==> src/sv/dhft_pkg.sv <==
// shared types, constants and hash functions for the flow filter table
`default_nettype none
package dhft_pkg;
   localparam int ENTRIES = 1024;
   localparam int IDX_W = $clog2(ENTRIES);
   localparam int CNT_W = IDX_W + 1;
   localparam int KEY_W = 104;
   localparam int QDEPTH = 2;

   typedef enum logic [1:0] {
      MODE_INSERT = 2'd0,
      MODE_REMOVE = 2'd1,
      MODE_LOOKUP = 2'd2,
      MODE_NONE = 2'd3
   } mode_type;

   typedef enum logic [1:0] {
      KIND_EMPTY = 2'd0,
      KIND_USED = 2'd1,
      KIND_TOMB = 2'd2,
      KIND_RSVD = 2'd3
   } kind_type;

   typedef enum logic [2:0] {
      ST_OK = 3'd0,
      ST_NOTFOUND = 3'd1,
      ST_DUP = 3'd2,
      ST_FULL = 3'd3,
      ST_BADHANDLE = 3'd4
   } status_type;

   typedef struct packed {
      logic [31:0] local_addr;
      logic [15:0] local_port;
      logic [31:0] remote_addr;
      logic [15:0] remote_port;
      logic [7:0] protocol;
   } key_type;

   typedef struct packed {
      mode_type mode;
      key_type key;
      logic [15:0] owner;
      logic [IDX_W-1:0] hidx;
      logic bad_hidx;
   } cmd_type;

   typedef enum logic [3:0] {
      S_IDLE,
      S_RD,
      S_EVAL,
      S_INS_WALK_RD,
      S_INS_WALK,
      S_RM_KEY_RD,
      S_RM_KEY,
      S_RM_WALK_RD,
      S_RM_WALK,
      S_DONE
   } state_type;

   function automatic logic [31:0] key_mix(input key_type k);
      key_mix = k.local_addr ^ {16'd0, k.local_port} ^ k.remote_addr
         ^ {16'd0, k.remote_port} ^ {24'd0, k.protocol};
   endfunction

   function automatic logic [IDX_W-1:0] start_of(input logic [31:0] m);
      logic [31:0] h;
      h = m ^ (m >> 16);
      h = h ^ (h >> 8);
      start_of = h[IDX_W-1:0];
   endfunction

   function automatic logic [IDX_W-1:0] step_of(input logic [31:0] m);
      step_of = m[IDX_W-1:0] | {{(IDX_W-1){1'b0}}, 1'b1};
   endfunction
endpackage
`default_nettype wire

==> src/sv/dhft_front.sv <==
// front end: accepts commands, checks handles and queues them for the engine
`default_nettype none
module dhft_front (
   input wire logic clock,
   input wire logic reset,
   input wire logic start,
   output logic busy,
   input wire logic [1:0] req_mode,
   input wire logic [31:0] req_local_addr,
   input wire logic [15:0] req_local_port,
   input wire logic [31:0] req_remote_addr,
   input wire logic [15:0] req_remote_port,
   input wire logic [7:0] req_protocol,
   input wire logic [15:0] req_owner_in,
   input wire logic [9:0] req_handle_in,
   input wire logic eng_idle,
   input wire logic pop,
   output logic q_valid,
   output dhft_pkg::cmd_type q_cmd
);
   localparam int PW = $clog2(dhft_pkg::QDEPTH);
   dhft_pkg::cmd_type mem_ff [dhft_pkg::QDEPTH];
   logic [PW-1:0] wp_ff, wp_in, rp_ff, rp_in;
   logic [PW:0] cnt_ff, cnt_in;
   logic [PW:0] pend_ff, pend_in;
   logic push;
   dhft_pkg::cmd_type cmd;

   // one transaction in flight at a time: queue plus engine
   assign busy = (pend_ff != '0) || !eng_idle;
   assign push = start && !busy;

   // classify the incoming transaction
   always_comb begin
      cmd.mode = dhft_pkg::mode_type'(req_mode);
      cmd.key.local_addr = req_local_addr;
      cmd.key.local_port = req_local_port;
      cmd.key.remote_addr = req_remote_addr;
      cmd.key.remote_port = req_remote_port;
      cmd.key.protocol = req_protocol;
      cmd.owner = req_owner_in;
      cmd.hidx = req_handle_in[dhft_pkg::IDX_W-1:0];
      cmd.bad_hidx = (32'(req_handle_in) >= 32'(dhft_pkg::ENTRIES));
   end

   // queue pointers
   always_comb begin
      wp_in = push ? wp_ff + 1'b1 : wp_ff;
      rp_in = pop ? rp_ff + 1'b1 : rp_ff;
      cnt_in = cnt_ff + (push ? 1'b1 : 1'b0) - (pop ? 1'b1 : 1'b0);
      pend_in = cnt_in;
   end

   always_ff @(posedge clock) begin
      if (reset) begin
         wp_ff <= '0;
         rp_ff <= '0;
         cnt_ff <= '0;
         pend_ff <= '0;
      end else begin
         wp_ff <= wp_in;
         rp_ff <= rp_in;
         cnt_ff <= cnt_in;
         pend_ff <= pend_in;
      end
   end

   // queue storage
   always_ff @(posedge clock) begin
      if (push) begin
         mem_ff[wp_ff] <= cmd;
      end
   end

   assign q_valid = (cnt_ff != '0);
   assign q_cmd = mem_ff[rp_ff];
endmodule
`default_nettype wire

==> config.mk <==
export PLATFORM = sky130hd
export DESIGN_NAME = dhft_front
export DESIGN_NICKNAME = d
export VERILOG_FILES = /design/src/sv/dhft_pkg.sv /design/src/sv/dhft_front.sv
export SDC_FILE = /design/constraint.sdc
export NUM_CORES = 1
export LEC_CHECK = 0
export ABC_AREA = 1
export BUFFER_PORTS_ARGS = -buffer_cell sky130_fd_sc_hd__buf_2
export CAP_MARGIN = 20
export CELL_PAD_IN_SITES_DETAIL_PLACEMENT = 1
export CELL_PAD_IN_SITES_GLOBAL_PLACEMENT = 1
export CORE_AREA = 3 3 195 140
export DETAILED_ROUTE_END_ITERATION = 7
export DIE_AREA = 0 0 198 143
export MAX_ROUTING_LAYER = met4
export PLACE_DENSITY = 0.72
export SYNTH_ARGS = -nofsm -noshare
export SYNTH_HDL_FRONTEND = slang
export SYNTH_SLANG_ARGS = --single-unit
export TNS_END_PERCENT = 10
==> constraint.sdc <==
create_clock -name clock -period 7.1 [get_ports clock]
set_input_delay 0.71 -clock clock [delete_from_list [all_inputs] [get_ports clock]]
set_output_delay 0.71 -clock clock [all_outputs]
set_load 0.005 [all_outputs]
==> metrics.txt <==
status completed; total vias in the final route 5056; die area 28310 sq um; via/cell ratio 4.643; Synth Flop Type edfxtp_1; Final Cycle Share 43.79%; RSZ-0062 raised after global routing no; setup TNS 0 ns; FMAX 321.6 MHz; FF-to-FF End mem_ff[0][38]; Initial Util 39.63%; share of layout cells above drive strength 1 58.54%; headroom to the max-slew limit 28.57%; arrival time worst endpoint 2.40 ns; vias in the first global route 5592; Ys Warns 0; most frequent cell after synthesis edfxtp_1; WL/cell 19.95 microns; mapped cell area 10110 sq um; P_leak 4.821 nW; synth top area cells edfxtp_1, mux2_4, mux2_2; hpwl dp 14970 microns; pin count of the biggest net entering global routing 71; post-cts sizing count 0; H-tree depth 1; Hold Crit Class primary input to flop; syn nets 587; PortBufs 270; R2R setup slack 4.09 ns; drc violations 0; MaxCap Viol Count 0; Max IR drop VDD 0.2002 mV; clk root buf clkbuf_16; slowest stage delay, CP 0.79 ns; most instantiated cells after synthesis edfxtp_1, mux2_4, mux2_2, inv_1, buf_6; Finished Layout Cells 1089; Yosys reg bits 269; leading area contributor after synthesis edfxtp_1; Tmin final 3.109 ns; CTS Sinks 269; Hold Buf Count CTS 0; Placed Cells 1038; count of cell types in the netlist 17; fin util 49.39%; number of detailed-route iterations in the first pass 4; fin. max-slew vios 0; EDFF count, synth 264; GRT Total Usage 15.21%; WL final 21720 microns; RR Startpoint pend_ff[0]; Ports 272; initial antenna violation count 3; Final #Nets 874; pre-CTS WS 3.904 ns; Routed Antenna Nets 0; Worst Hold End mem_ff[1][91]; Setup crit start kind flop; Final Hold Fails 0; gpl congestion 0.8330; Clock Latency Late Sink 0.53 ns; Power Density 280.0 nW/um^2; Slowest-stage cell, CP buf_4; Synth Area per Inst 22.56 sq um; P&R area growth vs syn 24.62%; top cell type's share of synthesized area 78.43%; worst min-delay path startpoint req_local_port[9]; cell breakdown of the critical path buf_4 > mux2_2 > buf_2; CORE AREA 25500 sq um; CTS tree yes; hold path depth 1; DRT iter0 DRCs 231; first-pass GRT wire length 32350 microns; CTS buffer count 26; Storage cell area 8031 sq um; CTS Buffer Depth 3; Worst Max-Slew Pin Slew 1.071 ns; hold_ws 0.3653 ns; final setup skew 0.01992 ns; Rows 49; Setup Crit Path Kind flop to primary output; worst setup margin 3.991 ns; CTS clk-pin slew, worst paths 0.07 ns; footprint of the multi-input gates 1902 sq um; Cells after Synth 448; Die Ht 143 microns; Filler Cells Inserted 2423; Die X 198 microns; worst endpoint required time 6.39 ns; reg2reg path depth 5; Post-CTS Repair Setup Buffers 0; Setup Viol. Count Final 0; post-synthesis async set-or-reset flop share 0%; Seq/Total Area, Yosys 79.42%; Worst Setup End Kind primary output; worst-path fanout max 59; GRT overflow 0
## cell usage in the layout, fill, tap and decap left out, types with 2 or more instances in the layout
cell,count
buf_2,270
buf_4,5
bufinv_16,2
clkbuf_1,8
clkbuf_16,27
clkinv_1,8
clkinv_2,3
dfxtp_1,4
diode_2,3
edfxtp_1,264
ha_1,2
inv_1,9
mux2_2,52
mux2_4,80
nand2_1,6
nand3_1,2
nor2_1,6
## worst max-delay path: cells and delay by family, from the launching register on
| family | cells | cell delay [ns] |
|---|---|---|
| buf+inv | 2 | 0.93 |
| flops | 1 | 0.45 |
| mux | 1 | 0.43 |
## logic make-up (layout without fill, tap and decap cells)
kind of cell,count (synthesis),after routing,synth area share [%]
AO/OA/AOI/OAI,1,1,0.04946
XOR/XNOR,1,1,0.08666
adder cells (fa/ha/maj),2,2,0.2475
buffers and inverters,26,333,1.844
flip-flops,269,269,79.42
multiplexers,132,132,17.68
other,1,4,0.03710
AND/OR/NAND/NOR,16,16,0.6437
## where the power goes
group,internal [mW],switching (mW)
logic,0.185,0.174
clock network,0.766,0.561
registers,1.82,0.0195
## sequential cells by signal, indices dropped and copies added, names as in the netlist, named ones only
signal and cells:
mem_ff 264, pend_ff 2, rp_ff 1, wp_ff 1
## metrics by stage
step	area, sq um	total power [mW]
2_1_floorplan	10110	2.086
3_3_place_gp	11780	2.219
3_5_place_dp	11780	2.242
4_1_cts	12590	3.571
5_1_grt	12600	3.664
6_report	12600	3.527
## metal layers
layer | vias to the layer above | global-route usage [%] | share of wire [%]
li1 | 2341 | - | -
met1 | 2490 | 19.52 | 43
met2 | 199 | 23.79 | 46
met3 | 26 | 5.283 | 9.2
met4 | 0 | 3.089 | 1.8
met5 | - | - | 0
## worst max path at each step
stage | start | end | slack [ns]
finish | flop | q_cmd[21] | 3.99
global route | pend_ff[0] | mem_ff[0][36] | 3.81
CTS | flop | q_cmd[21] | 3.91
detailed placement | eng_idle | mem_ff[0][36] | 3.90
global placement | eng_idle | mem_ff[0][130] | 4.05
floorplan | start | mem_ff[0][0] | 0.15
## cell type report
class,count,area share [%]
inverter,10,0.3377
antenna,3,0.05959
timing repair buffer,275,11.02
clock buffer,35,5.602
tap,331,3.288
sequential,269,63.76
clock inverter,13,0.8343
multi-input combinational,153,15.10
Power figures use the tool's default switching activity.
